`src/hw/rtl/assert_macros.svh`:
```
// ----------------------------------------------------------------------------
// Assertion macros
// Shared concurrent assertion forms, clocked on clk and disabled in reset.
// ----------------------------------------------------------------------------
`ifndef ASSERT_MACROS_SVH
`define ASSERT_MACROS_SVH

// Check that a property holds on every clock edge outside reset.
`define VFD_ASSERT(lbl, prop, msg) \
    lbl: assert property (@(posedge clk) disable iff (!rst_n) (prop)) else $error(msg);

// Check that a condition implies another one in the next cycle.
`define VFD_ASSERT_NEXT(lbl, ante, cons, msg) \
    lbl: assert property (@(posedge clk) disable iff (!rst_n) (ante) |=> (cons)) \
        else $error(msg);

`endif

```
`src/hw/rtl/vfd_pkg.sv`:
```
// ----------------------------------------------------------------------------
// ADPCM frame decoder package
// Function codes, sample types, the pipeline tag and the residual and
// saturation helpers shared by the decoder modules.
// ----------------------------------------------------------------------------
package vfd_pkg;

    localparam logic [1:0] FUNC_LOAD   = 2'd0;
    localparam logic [1:0] FUNC_HIST   = 2'd1;
    localparam logic [1:0] FUNC_DECODE = 2'd2;

    localparam int SMP_W     = 16;
    localparam int ACC_W     = 32;
    localparam int RES_SHIFT = 11;
    localparam int GROUP_LEN = 8;

    typedef logic signed [SMP_W-1:0] smp_t;
    typedef logic signed [ACC_W-1:0] acc_t;
    typedef logic [GROUP_LEN-1:0][SMP_W-1:0] group_t;

    localparam smp_t SMP_MAX = smp_t'(16'h7FFF);
    localparam smp_t SMP_MIN = smp_t'(16'h8000);

    typedef struct packed {
        logic       valid;
        logic       first;
        logic       last;
        logic [2:0] slot;
    } mac_tag_t;

    function automatic smp_t residual(input logic [3:0] nib, input logic [3:0] shift);
        logic [SMP_W-1:0] ext;
        ext = {{(SMP_W-4){nib[3]}}, nib};
        return smp_t'(ext << shift);
    endfunction

    function automatic smp_t saturate(input acc_t acc);
        logic [ACC_W-RES_SHIFT-1:0] q;
        q = acc[ACC_W-1:RES_SHIFT];
        if (q[ACC_W-RES_SHIFT-1:SMP_W-1] != {(ACC_W-RES_SHIFT-SMP_W+1){q[SMP_W-1]}})
        begin
            return q[ACC_W-RES_SHIFT-1] ? SMP_MIN : SMP_MAX;
        end
        return smp_t'(q[SMP_W-1:0]);
    endfunction

endpackage

```
`src/hw/rtl/vfd_if.sv`:
```
// ----------------------------------------------------------------------------
// ADPCM frame decoder channels
// Valid/ready channels for command words and decoded sample groups.
// ----------------------------------------------------------------------------
interface vfd_cmd_if;
    logic               valid;
    logic               ready;
    logic [1:0]         func;
    logic [6:0]         coef_index;
    logic signed [15:0] coef_value;
    logic signed [15:0] hist_newer;
    logic signed [15:0] hist_older;
    logic [7:0]         frame_header;
    logic [63:0]        frame_data;

    modport source (
        output valid, func, coef_index, coef_value, hist_newer, hist_older,
               frame_header, frame_data,
        input  ready
    );
    modport sink (
        input  valid, func, coef_index, coef_value, hist_newer, hist_older,
               frame_header, frame_data,
        output ready
    );
endinterface

interface vfd_pcm_if;
    logic               valid;
    logic               ready;
    logic signed [15:0] sample_0;
    logic signed [15:0] sample_1;
    logic signed [15:0] sample_2;
    logic signed [15:0] sample_3;
    logic signed [15:0] sample_4;
    logic signed [15:0] sample_5;
    logic signed [15:0] sample_6;
    logic signed [15:0] sample_7;
    logic               last_of_frame;

    modport source (
        output valid, sample_0, sample_1, sample_2, sample_3, sample_4, sample_5,
               sample_6, sample_7, last_of_frame,
        input  ready
    );
    modport sink (
        input  valid, sample_0, sample_1, sample_2, sample_3, sample_4, sample_5,
               sample_6, sample_7, last_of_frame,
        output ready
    );
endinterface

```
`src/hw/rtl/vfd_book.sv`:
```
// ----------------------------------------------------------------------------
// Codebook memory
// Single write port, single registered read port.
// ----------------------------------------------------------------------------
module vfd_book
    import vfd_pkg::*;
#(
    parameter int DEPTH = 128,
    parameter int AW    = 7
)
(
    input  logic          clk,
    input  logic          wr_en,
    input  logic [AW-1:0] wr_addr,
    input  smp_t          wr_data,
    input  logic          rd_en,
    input  logic [AW-1:0] rd_addr,
    output smp_t          rd_data
);

    smp_t mem [DEPTH];

    always_ff @(posedge clk)
    begin
        if (wr_en)
        begin
            mem[wr_addr] <= wr_data;
        end
        if (rd_en)
        begin
            rd_data <= mem[rd_addr];
        end
    end

endmodule

```
`src/hw/rtl/vfd_mac.sv`:
```
// ----------------------------------------------------------------------------
// Multiply-accumulate unit
// Registered coefficient product, 32-bit wrapping accumulation, shift and
// saturation of each finished sample into the group buffer.
// ----------------------------------------------------------------------------
module vfd_mac
    import vfd_pkg::*;
(
    input  logic     clk,
    input  logic     rst_n,
    input  mac_tag_t tag,
    input  smp_t     coef,
    input  logic     coef_zero,
    input  smp_t     opnd,
    input  smp_t     base,
    output logic     busy,
    output group_t   work
);

    mac_tag_t tag2_reg;
    acc_t     prod_reg;
    smp_t     base2_reg;
    acc_t     acc_reg;
    group_t   work_reg;
    smp_t     coef_eff;
    acc_t     prod_next;
    acc_t     sum_next;

    assign coef_eff  = coef_zero ? smp_t'(0) : coef;
    assign prod_next = acc_t'(coef_eff) * acc_t'(opnd);
    assign sum_next  = (tag2_reg.first ? (acc_t'(base2_reg) <<< RES_SHIFT) : acc_reg)
                       + prod_reg;

    always_ff @(posedge clk or negedge rst_n)
    begin
        if (!rst_n)
        begin
            tag2_reg <= '0;
        end
        else
        begin
            tag2_reg <= tag;
        end
    end

    always_ff @(posedge clk)
    begin
        prod_reg  <= prod_next;
        base2_reg <= base;
        if (tag2_reg.valid)
        begin
            acc_reg <= sum_next;
            if (tag2_reg.last)
            begin
                work_reg[tag2_reg.slot] <= saturate(sum_next);
            end
        end
    end

    assign busy = tag2_reg.valid;
    assign work = work_reg;

endmodule

```
`src/hw/rtl/vadpcm_frame_decoder.sv`:
```
// ----------------------------------------------------------------------------
// ADPCM frame decoder
// A codebook word load and a history set are each taken in the idle state. A frame
// decode issues 44 codebook reads and products per group of eight samples
// through a single codebook read port and one multiplier, then drains the
// operand, product and accumulate registers and hands the group to the output
// register. The next word is taken once the second group has been handed over,
// later if the output side stalls. The first group may wait in the output
// register while the second one is computed. The codebook is not cleared by
// reset; a frame must only use predictors whose words have been loaded.
// ----------------------------------------------------------------------------
`include "assert_macros.svh"

module vadpcm_frame_decoder
    import vfd_pkg::*;
#(
    parameter int NUM_PREDICTORS = 8
)
(
    input  logic            clk,
    input  logic            rst_n,
    vfd_cmd_if.sink         cmd,
    vfd_pcm_if.source       pcm
);

    localparam int BOOK_DEPTH = NUM_PREDICTORS * 16;
    localparam int BOOK_AW    = $clog2(BOOK_DEPTH);

    localparam logic [1:0] ST_IDLE = 2'd0;
    localparam logic [1:0] ST_RUN  = 2'd1;
    localparam logic [1:0] ST_WAIT = 2'd2;

    logic [1:0]  state_reg;
    logic [1:0]  state_next;
    logic [2:0]  pred_reg;
    logic        pred_ok_reg;
    logic [3:0]  shift_reg;
    logic [63:0] data_reg;
    logic        group_reg;
    logic [2:0]  slot_reg;
    logic [3:0]  term_reg;
    smp_t        prev_newer_reg;
    smp_t        prev_older_reg;
    logic        out_valid_reg;
    logic        out_last_reg;
    group_t      out_smp_reg;

    mac_tag_t    tag1_reg;
    smp_t        opnd1_reg;
    smp_t        base1_reg;
    logic        zero1_reg;

    logic        cmd_fire;
    logic        issue;
    logic        last_term;
    logic        load_en;
    logic        mac_busy;
    logic        book_wr;
    logic [31:0] grp_bits;
    smp_t        res [GROUP_LEN];
    logic        row;
    logic [2:0]  col;
    smp_t        opnd;
    smp_t        coef;
    group_t      work;

    assign cmd.ready = (state_reg == ST_IDLE);
    assign cmd_fire  = cmd.valid && cmd.ready;
    assign issue     = (state_reg == ST_RUN);
    assign last_term = (term_reg == (4'(slot_reg) + 4'd1));
    assign load_en   = (state_reg == ST_WAIT) && !tag1_reg.valid && !mac_busy
                       && (!out_valid_reg || pcm.ready);
    assign book_wr   = cmd_fire && (cmd.func == FUNC_LOAD)
                       && ({1'b0, cmd.coef_index} < 8'(BOOK_DEPTH));

    assign grp_bits = group_reg ? data_reg[31:0] : data_reg[63:32];

    always_comb
    begin
        for (int i = 0; i < GROUP_LEN; i++)
        begin
            res[i] = residual(grp_bits[31-4*i -: 4], shift_reg);
        end
    end

    assign row = (term_reg != 4'd0);
    assign col = (term_reg == 4'd0) ? slot_reg : (slot_reg - 3'(term_reg - 4'd1));

    always_comb
    begin
        case (term_reg)
            4'd0:    opnd = prev_older_reg;
            4'd1:    opnd = prev_newer_reg;
            default: opnd = res[3'(term_reg - 4'd2)];
        endcase
    end

    vfd_book #(
        .DEPTH (BOOK_DEPTH),
        .AW    (BOOK_AW)
    ) u_book (
        .clk     (clk),
        .wr_en   (book_wr),
        .wr_addr (BOOK_AW'(cmd.coef_index)),
        .wr_data (cmd.coef_value),
        .rd_en   (issue && pred_ok_reg),
        .rd_addr (BOOK_AW'({pred_reg, row, col})),
        .rd_data (coef)
    );

    vfd_mac u_mac (
        .clk       (clk),
        .rst_n     (rst_n),
        .tag       (tag1_reg),
        .coef      (coef),
        .coef_zero (zero1_reg),
        .opnd      (opnd1_reg),
        .base      (base1_reg),
        .busy      (mac_busy),
        .work      (work)
    );

    always_comb
    begin
        state_next = state_reg;
        case (state_reg)
            ST_IDLE:
            begin
                if (cmd_fire && (cmd.func == FUNC_DECODE))
                begin
                    state_next = ST_RUN;
                end
            end
            ST_RUN:
            begin
                if (last_term && (slot_reg == 3'd7))
                begin
                    state_next = ST_WAIT;
                end
            end
            ST_WAIT:
            begin
                if (load_en)
                begin
                    state_next = group_reg ? ST_IDLE : ST_RUN;
                end
            end
            default:
            begin
                state_next = ST_IDLE;
            end
        endcase
    end

    always_ff @(posedge clk or negedge rst_n)
    begin
        if (!rst_n)
        begin
            state_reg      <= ST_IDLE;
            group_reg      <= 1'b0;
            slot_reg       <= 3'd0;
            term_reg       <= 4'd0;
            prev_newer_reg <= '0;
            prev_older_reg <= '0;
            out_valid_reg  <= 1'b0;
            tag1_reg       <= '0;
        end
        else
        begin
            state_reg <= state_next;

            tag1_reg.valid <= issue;
            tag1_reg.first <= (term_reg == 4'd0);
            tag1_reg.last  <= last_term;
            tag1_reg.slot  <= slot_reg;

            if (cmd_fire && (cmd.func == FUNC_HIST))
            begin
                prev_newer_reg <= cmd.hist_newer;
                prev_older_reg <= cmd.hist_older;
            end

            if (cmd_fire && (cmd.func == FUNC_DECODE))
            begin
                group_reg <= 1'b0;
                slot_reg  <= 3'd0;
                term_reg  <= 4'd0;
            end
            else if (issue)
            begin
                if (last_term)
                begin
                    term_reg <= 4'd0;
                    slot_reg <= slot_reg + 3'd1;
                end
                else
                begin
                    term_reg <= term_reg + 4'd1;
                end
            end
            else if (load_en)
            begin
                group_reg <= 1'b1;
                slot_reg  <= 3'd0;
                term_reg  <= 4'd0;
            end

            if (load_en)
            begin
                prev_older_reg <= smp_t'(work[6]);
                prev_newer_reg <= smp_t'(work[7]);
                out_valid_reg  <= 1'b1;
            end
            else if (pcm.ready)
            begin
                out_valid_reg <= 1'b0;
            end
        end
    end

    always_ff @(posedge clk)
    begin
        if (cmd_fire && (cmd.func == FUNC_DECODE))
        begin
            pred_reg    <= cmd.frame_header[2:0];
            pred_ok_reg <= ({1'b0, cmd.frame_header[2:0]} < 4'(NUM_PREDICTORS));
            shift_reg   <= cmd.frame_header[7:4];
            data_reg    <= cmd.frame_data;
        end
        opnd1_reg <= opnd;
        base1_reg <= res[slot_reg];
        zero1_reg <= !pred_ok_reg;
        if (load_en)
        begin
            out_smp_reg  <= work;
            out_last_reg <= group_reg;
        end
    end

    assign pcm.valid         = out_valid_reg;
    assign pcm.sample_0      = out_smp_reg[0];
    assign pcm.sample_1      = out_smp_reg[1];
    assign pcm.sample_2      = out_smp_reg[2];
    assign pcm.sample_3      = out_smp_reg[3];
    assign pcm.sample_4      = out_smp_reg[4];
    assign pcm.sample_5      = out_smp_reg[5];
    assign pcm.sample_6      = out_smp_reg[6];
    assign pcm.sample_7      = out_smp_reg[7];
    assign pcm.last_of_frame = out_last_reg;

    `VFD_ASSERT(a_ready_pipe_empty, !cmd.ready || (!tag1_reg.valid && !mac_busy), "word taken while pipeline busy")
    `VFD_ASSERT(a_load_no_overwrite, !load_en || !out_valid_reg || pcm.ready, "output group overwritten")
    `VFD_ASSERT(a_first_group_busy, !(out_valid_reg && !out_last_reg) || (state_reg != ST_IDLE), "idle with second group pending")
    `VFD_ASSERT_NEXT(a_decode_starts, cmd_fire && (cmd.func == FUNC_DECODE), issue && (term_reg == 4'd0), "decode did not start issuing")

endmodule
```
`src/flat_wrapper.sv`:
```
// flat-port wrapper written by rule: the top's interface ports become plain ports
module vadpcm_frame_decoder_flat import vfd_pkg::*;
#(
    parameter int NUM_PREDICTORS = 8
)
  (clk, rst_n, cmd_valid, cmd_func, cmd_coef_index, cmd_coef_value, cmd_hist_newer, cmd_hist_older, cmd_frame_header, cmd_frame_data, cmd_ready, pcm_valid, pcm_sample_0, pcm_sample_1, pcm_sample_2, pcm_sample_3, pcm_sample_4, pcm_sample_5, pcm_sample_6, pcm_sample_7, pcm_last_of_frame, pcm_ready);
  vfd_cmd_if cmd_i ();
  vfd_pcm_if pcm_i ();
  input  logic clk;
  input  logic rst_n;
  input wire logic [$bits(cmd_i.valid)-1:0] cmd_valid;
  input wire logic [$bits(cmd_i.func)-1:0] cmd_func;
  input wire logic [$bits(cmd_i.coef_index)-1:0] cmd_coef_index;
  input wire logic [$bits(cmd_i.coef_value)-1:0] cmd_coef_value;
  input wire logic [$bits(cmd_i.hist_newer)-1:0] cmd_hist_newer;
  input wire logic [$bits(cmd_i.hist_older)-1:0] cmd_hist_older;
  input wire logic [$bits(cmd_i.frame_header)-1:0] cmd_frame_header;
  input wire logic [$bits(cmd_i.frame_data)-1:0] cmd_frame_data;
  output wire logic [$bits(cmd_i.ready)-1:0] cmd_ready;
  output wire logic [$bits(pcm_i.valid)-1:0] pcm_valid;
  output wire logic [$bits(pcm_i.sample_0)-1:0] pcm_sample_0;
  output wire logic [$bits(pcm_i.sample_1)-1:0] pcm_sample_1;
  output wire logic [$bits(pcm_i.sample_2)-1:0] pcm_sample_2;
  output wire logic [$bits(pcm_i.sample_3)-1:0] pcm_sample_3;
  output wire logic [$bits(pcm_i.sample_4)-1:0] pcm_sample_4;
  output wire logic [$bits(pcm_i.sample_5)-1:0] pcm_sample_5;
  output wire logic [$bits(pcm_i.sample_6)-1:0] pcm_sample_6;
  output wire logic [$bits(pcm_i.sample_7)-1:0] pcm_sample_7;
  output wire logic [$bits(pcm_i.last_of_frame)-1:0] pcm_last_of_frame;
  input wire logic [$bits(pcm_i.ready)-1:0] pcm_ready;
  assign cmd_i.valid = cmd_valid;
  assign cmd_i.func = cmd_func;
  assign cmd_i.coef_index = cmd_coef_index;
  assign cmd_i.coef_value = cmd_coef_value;
  assign cmd_i.hist_newer = cmd_hist_newer;
  assign cmd_i.hist_older = cmd_hist_older;
  assign cmd_i.frame_header = cmd_frame_header;
  assign cmd_i.frame_data = cmd_frame_data;
  assign cmd_ready = cmd_i.ready;
  assign pcm_valid = pcm_i.valid;
  assign pcm_sample_0 = pcm_i.sample_0;
  assign pcm_sample_1 = pcm_i.sample_1;
  assign pcm_sample_2 = pcm_i.sample_2;
  assign pcm_sample_3 = pcm_i.sample_3;
  assign pcm_sample_4 = pcm_i.sample_4;
  assign pcm_sample_5 = pcm_i.sample_5;
  assign pcm_sample_6 = pcm_i.sample_6;
  assign pcm_sample_7 = pcm_i.sample_7;
  assign pcm_last_of_frame = pcm_i.last_of_frame;
  assign pcm_i.ready = pcm_ready;
  vadpcm_frame_decoder #(.NUM_PREDICTORS(NUM_PREDICTORS)) u_core (.clk(clk), .rst_n(rst_n), .cmd(cmd_i), .pcm(pcm_i));
endmodule
```
`config.mk`:
```
export PLATFORM = sky130hd
export DESIGN_NAME = vadpcm_frame_decoder_flat
export DESIGN_NICKNAME = d
export VERILOG_FILES = /design/src/hw/rtl/vfd_pkg.sv /design/src/hw/rtl/vfd_if.sv /design/src/hw/rtl/vfd_book.sv /design/src/hw/rtl/vfd_mac.sv /design/src/hw/rtl/vadpcm_frame_decoder.sv /design/src/flat_wrapper.sv
export VERILOG_INCLUDE_DIRS = /design/src /design/src/hw/rtl
export SDC_FILE = /design/constraint.sdc
export NUM_CORES = 2
export LEC_CHECK = 0
export CAP_MARGIN = 20
export CORE_MARGIN = 8
export CORE_UTILIZATION = 45
export DETAILED_ROUTE_END_ITERATION = 8
export DONT_BUFFER_PORTS = 1
export GPL_TIMING_DRIVEN = 0
export PLACE_DENSITY_LB_ADDON = 0.05
export SKIP_LAST_GASP = 1
export SYNTH_ARGS = -nofsm -noshare
export SYNTH_HDL_FRONTEND = slang
export SYNTH_SLANG_ARGS = --single-unit
```
`constraint.sdc`:
```
create_clock -name clk -period 9.7 [get_ports clk]
set_input_delay 2.91 -clock clk [delete_from_list [all_inputs] [get_ports clk]]
set_output_delay 2.91 -clock clk [all_outputs]
set_load 0.02 [all_outputs]
```
### Word-level counts from Yosys, hierarchy flattened

Memory sizes are Yosys's and may differ from the RTL's. A register that Yosys moved wholly into a read port is not among the register bits.
Cells that the tools add are included.
Widths: inputs -> output; s select.

* register bits after elaboration: 495
* memory bits (writable): 2048
* input bits: 133
* output and inout port bits: 131
* word-level logic and storage cells: 146
* memories: 1

* add/sub/neg operators: 7
* $mul: 1
* order comparisons: 4
* equality and inequality tests: 13
* shifts and indexed selects: 8
* muxes and demuxes: 45
* bitwise gates (word level): 2
* reduce and logical (&&, ||, !) cells: 25

Memories
* u_core.u_book.mem: words 128, width 16, read ports 1, clocked after memory_dff 1, wr ports 1, line vfd_book.sv:21 `smp_t mem [DEPTH];`

Operators with widths (number)
* $mux 16: 14
* $bwmux 128: 1
* $shl 16x4->16: 8
* $bmux 16 s3: 2
* $mux 32: 2
* $demux 16 s3: 1
* $add 32x32->32: 1
* $mul 16x16->32: 1
* $pmux 16 s2: 1
* $mux 4: 4
* $mux 3: 5
* $mux 1: 11
* $logic_and 1x1->1: 9
* $ge 4x4->1 const B: 2
* $not 3->4: 2
* $mux 2: 3
* $ne 2x2->1 const B: 3
* $pmux 2 s3: 1
* $reduce_and 2->1: 3
* $reduce_bool 2->1: 3
* $ne 5x5->1: 1
* $add 3x1->4 const B: 1
* $add 4x1->4 const B: 1
* $eq 2x1->1 const B: 2
* other kinds (19): 23

### Depth between registers and ports, before layout

* depth in word-level cells: 10
* gate-level depth with buffers: 23

### Cells and area by module

Synthesis repeated with hierarchy kept, for this count alone.

* cells, all modules: 5918
* area, all modules: 111244.2 um2

By module, submodules not included
* vfd_book: instances 1, cells an instance 3086, area an instance 78683.0 um2, sequential area each 61979.4 um2
* vfd_mac: instances 1, cells an instance 1622, area an instance 17984.7 um2, sequential area each 5915.7 um2
* vadpcm_frame_decoder: instances 1, cells an instance 1210, area an instance 14576.5 um2, sequential area each 7872.6 um2

### Worst setup path before layout

Ideal clock, no wire load.

* path type: input to register
* start: in cmd_valid
* end: reg u_core.slot_reg[0]
* setup time: 0.140 ns
* data arrival time: 9.483 ns
* setup slack: 0.077 ns
* cell stages on the path: 6
* path buffers: 0
* path through: nand2_1 nor3b_1 nor3_1 nand2b_1 nand2_1 o21ai_0

* word-level cells in the longest chain between the ends: 4

RTL lines
* from (decl): line flat_wrapper.sv:11 `input wire logic [$bits(cmd_i.valid)-1:0] cmd_valid;`
* $logic_and 1x1->1 *: line vadpcm_frame_decoder.sv:68 `assign cmd_fire = cmd.valid && cmd.ready;`
* $logic_and 1x1->1 *: line vadpcm_frame_decoder.sv:183 `if (cmd_fire && (cmd.func == FUNC_DECODE))`
* $ne 3x3->1 (no line) / $reduce_bool 3->1 (equally long branches)
* $reduce_and 2->1 (no line)
* to (signal assigned): line vadpcm_frame_decoder.sv:194 `slot_reg <= slot_reg + 3'd1;`
* to (decl): line vadpcm_frame_decoder.sv:40 `logic [2:0] slot_reg;`

Mark *: on every way between the ends. The rest lies on a longest branch, timed or not.
A chain may end at the register's enable or synchronous reset.

### Final worst setup path

* start: reg u_core.term_reg[1]
* end: reg u_core.u_book.rd_data[2], read port of u_core.u_book.mem, data pin

* word-level cells in the longest chain between the ends: 3

RTL lines
* from (decl): line vadpcm_frame_decoder.sv:41 `logic [3:0] term_reg;`
* from (signal assigned): line vadpcm_frame_decoder.sv:198 `term_reg <= term_reg + 4'd1;`
* $sub 3x1->3: line vadpcm_frame_decoder.sv:87 `assign col = (term_reg == 4'd0) ? slot_reg : (slot_reg - 3'(term_reg - 4'd1));`
* $sub 3x3->3: line vadpcm_frame_decoder.sv:87
* $mux 3: line vadpcm_frame_decoder.sv:87
* to (decl): line vfd_book.sv:18 `output smp_t rd_data`

Several ways; a longest one is shown, not always the timed one.

==> out/qor.yml <==
outcome: "finished, final reports clean"
wl_per_cell_um: 30.75
start_util_pct: 45.20
reg2reg_to: "u_core.u_book.rd_data[2]"
clk_pin_slew_ps: 60
critPathMostFrequentCell: "clkbuf_1"
firstDrtPassIters: 6
grt_max_degree: 129
netlist_area_um2: 113400
cts_inserted_buffers: 292
clockBufferDepth: 4
antenna_found_initial: 23
gp_congestion: 0.9299
grt_overflow: 0
hold_path.class: "register to register"
fin_nets: 9747
syn2layout_area_growth_pct: 13.22
critPathCaptureType: "register"
syn-num-nets: 9309
viasPerCell: 5.887
setup-violations-final: 0
die-width_um: 518.0
drt_iter0_drc: 9118
skew_ps: 53.28
max_freq_mhz: 117.6
whs_path_depth: 0
gr-usage-all-layers_pct: 28.34
min_period_ps: 8501
crit_required_ps: 10250
synthArstFlopShare_pct: 2.149
cap_violations: 0
slowest_delay_ps: 920
grt_pass1_wl_um: 550400
largest_reg_flops: 2048
ys_warn_count: 0
slew_headroom_pct: 19.35
routed_wl_um: 392600
core_um2: 250900
synth_seq_cells: 2559
pin_count: 264
cts_sinks: 2559
vias: 75180
synth_ff_type: "edfxtp_1"
hold_viol: 0
seq_area_frac_synth_pct: 66.80
die_h_um: 518.0
rows: 184
rsz0062_at_grt: "no"
place_hpwl_um: 271300
cts_resized: 0
startpoint_type: "register"
cts_root_buf: "clkbuf_16"
r2r-start: "u_core.term_reg[1]"
clk_latency_ps: 970
rrSetupSlack_ps: 1200
maxSlewViolCount: 0
rr_worst_depth: 20
dieArea_um2: 268400
synthCells: 8791
synth-edff-count: 2424
hold_buffers: 0
hold_start: "u_core.base1_reg[13]"
cts-htree-levels: 5
worstMarginPinSlew_ps: 1210
holdPathEnd: "u_core.u_mac.base2_reg[13]"
avgSynthCellArea_um2: 12.90
period_share_pct: 87.64
io_buffer_count: 0
worstSetupPathType: "register to register"
cp_max_fo: 10
synth.distinct_cells: 74
drtAntennaViolNets: 0
cts_tree: "yes"
drc: 0
arrival_ps: 9050
grt_pass1_vias: 73260
path_cells: "clkbuf_1, inv_1, buf_1, clkbuf_1, buf_8, ha_1, nor2b_1, nor3_1, nor3_1, or2_2, buf_2, buf_2, clkbuf_1, clkbuf_1, nand3_1, nand3_1, o311ai_0, buf_2, a32o_1, a221oi_1"
cts_setup_buffers: 0
critPathSlowestCell: "a221oi_1"
drive_above_1_share_pct: 10.81
final_util_pct: 51.17
[worst max path at each step]
stage	startpoint	slack [ps]	to
5_1_grt	u_core.term_reg[1]	1080	u_core.u_book.rd_data[3]
4_1_cts	u_core.term_reg[1]	740	u_core.u_book.rd_data[3]
2_1_floorplan	cmd_valid	80	u_core.slot_reg[0]
6_report	u_core.term_reg[1]	1200	u_core.u_book.rd_data[2]
3_3_place_gp	cmd_valid	-3840	u_core.slot_reg[0]
3_5_place_dp	u_core.term_reg[1]	780	u_core.u_book.rd_data[2]
[cell type report]
type | count | area [µm²]
Antenna cell | 11 | 27.53
Buffer | 547 | 2427
Clock buffer | 350 | 7662
Clock inverter | 126 | 1015
Fill cell | 21690 | 122500
Inverter | 350 | 1314
Multi-Input combinational cell | 5335 | 34220
Sequential cell | 2559 | 75770
Tap cell | 3348 | 4189
Timing Repair Buffer | 144 | 1783
[synth_stat cells, types with 37 or more instances]
| cell | count | area [µm²] |
|---|---|---|
| inv_1 | 346 | 1299 |
| mux4_2 | 113 | 2545 |
| a21oi_1 | 142 | 710.7 |
| mux2i_1 | 89 | 890.9 |
| buf_2 | 174 | 870.8 |
| and3_1 | 245 | 1533 |
| a31oi_1 | 196 | 1226 |
| mux2_2 | 37 | 416.7 |
| ha_1 | 122 | 1526 |
| edfxtp_1 | 2424 | 72790 |
| dfxtp_1 | 80 | 1602 |
| nand3_1 | 654 | 3273 |
| dfrtp_1 | 55 | 1376 |
| a311oi_1 | 257 | 2251 |
| and2_1 | 134 | 838.3 |
| fa_1 | 263 | 5265 |
| o21ai_0 | 119 | 595.6 |
| xnor2_1 | 47 | 411.6 |
| clkbuf_1 | 314 | 1179 |
| nor2_1 | 272 | 1021 |
| nand2_1 | 2278 | 8551 |
[per-layer routing]
metal  vias to the layer above  track usage, %  share of wire, %
li1                      32750               -                 -
met3                       749           5.447               8.1
met4                         2           11.94               4.9
met5                         -               0            0.0033
met1                     38170           37.18                40
met2                      3518           46.43                47
[cells in the final DEF (no fill, tap or decap), types with 37 or more instances in the layout]
cell type / count
edfxtp_1: 2424
nand2_1: 2278
nand3_1: 654
clkbuf_1: 352
inv_1: 346
clkbuf_16: 298
fa_1: 263
a311oi_1: 257
and3_1: 245
a31oi_1: 196
buf_2: 186
nor2_1: 175
a21oi_1: 142
and2_1: 134
ha_1: 122
mux4_2: 113
o21ai_0: 111
nor2_2: 97
mux2i_1: 89
dfxtp_1: 80
dfrtp_1: 54
buf_8: 52
buf_4: 51
clkinv_1: 51
xnor2_1: 47
mux2_2: 37
clkinv_2: 37
[critical path, delay by kind of cell, from the launching register on]
| family | cells | cell delay (ps) |
|---|---|---|
| simple gates | 6 | 1200 |
| buf+inv | 10 | 4840 |
| flops | 1 | 420 |
| compound gates | 3 | 1390 |
| fa+ha+maj | 1 | 180 |
[cells by family (layout without fill, tap and decap cells)]
kind of cell             Yosys count  count (layout)  share of synthesized area [%]
AND/OR/NAND/NOR                 3695            3695                          14.02
flip-flops                      2559            2559                          66.80
AO/OA/AOI/OAI                    950             950                          5.976
buffers and inverters            897            1517                          3.283
adder cells (fa/ha/maj)          385             385                          5.988
multiplexers                     241             241                          3.430
XOR/XNOR                          64              64                         0.4942
other                              0              11                              0
[stage by stage]
step	instances	setup TNS (ps)	setup WS (ps)	instance area, µm²	hold slack [ps]
finish	12770	0	1199	128400	324.9
global route	12760	0	1085	128400	327.2
CTS	12760	0	737.4	128400	326.5
detailed placement	12280	0	780.7	119700	313.6
global placement	12140	-219860	-3836	117600	315.5
floorplan	8791	0	76.75	113400	309.6
Power is not shown: default switching activity piles up to over one toggle a cycle in this logic, so the estimate is an artifact.
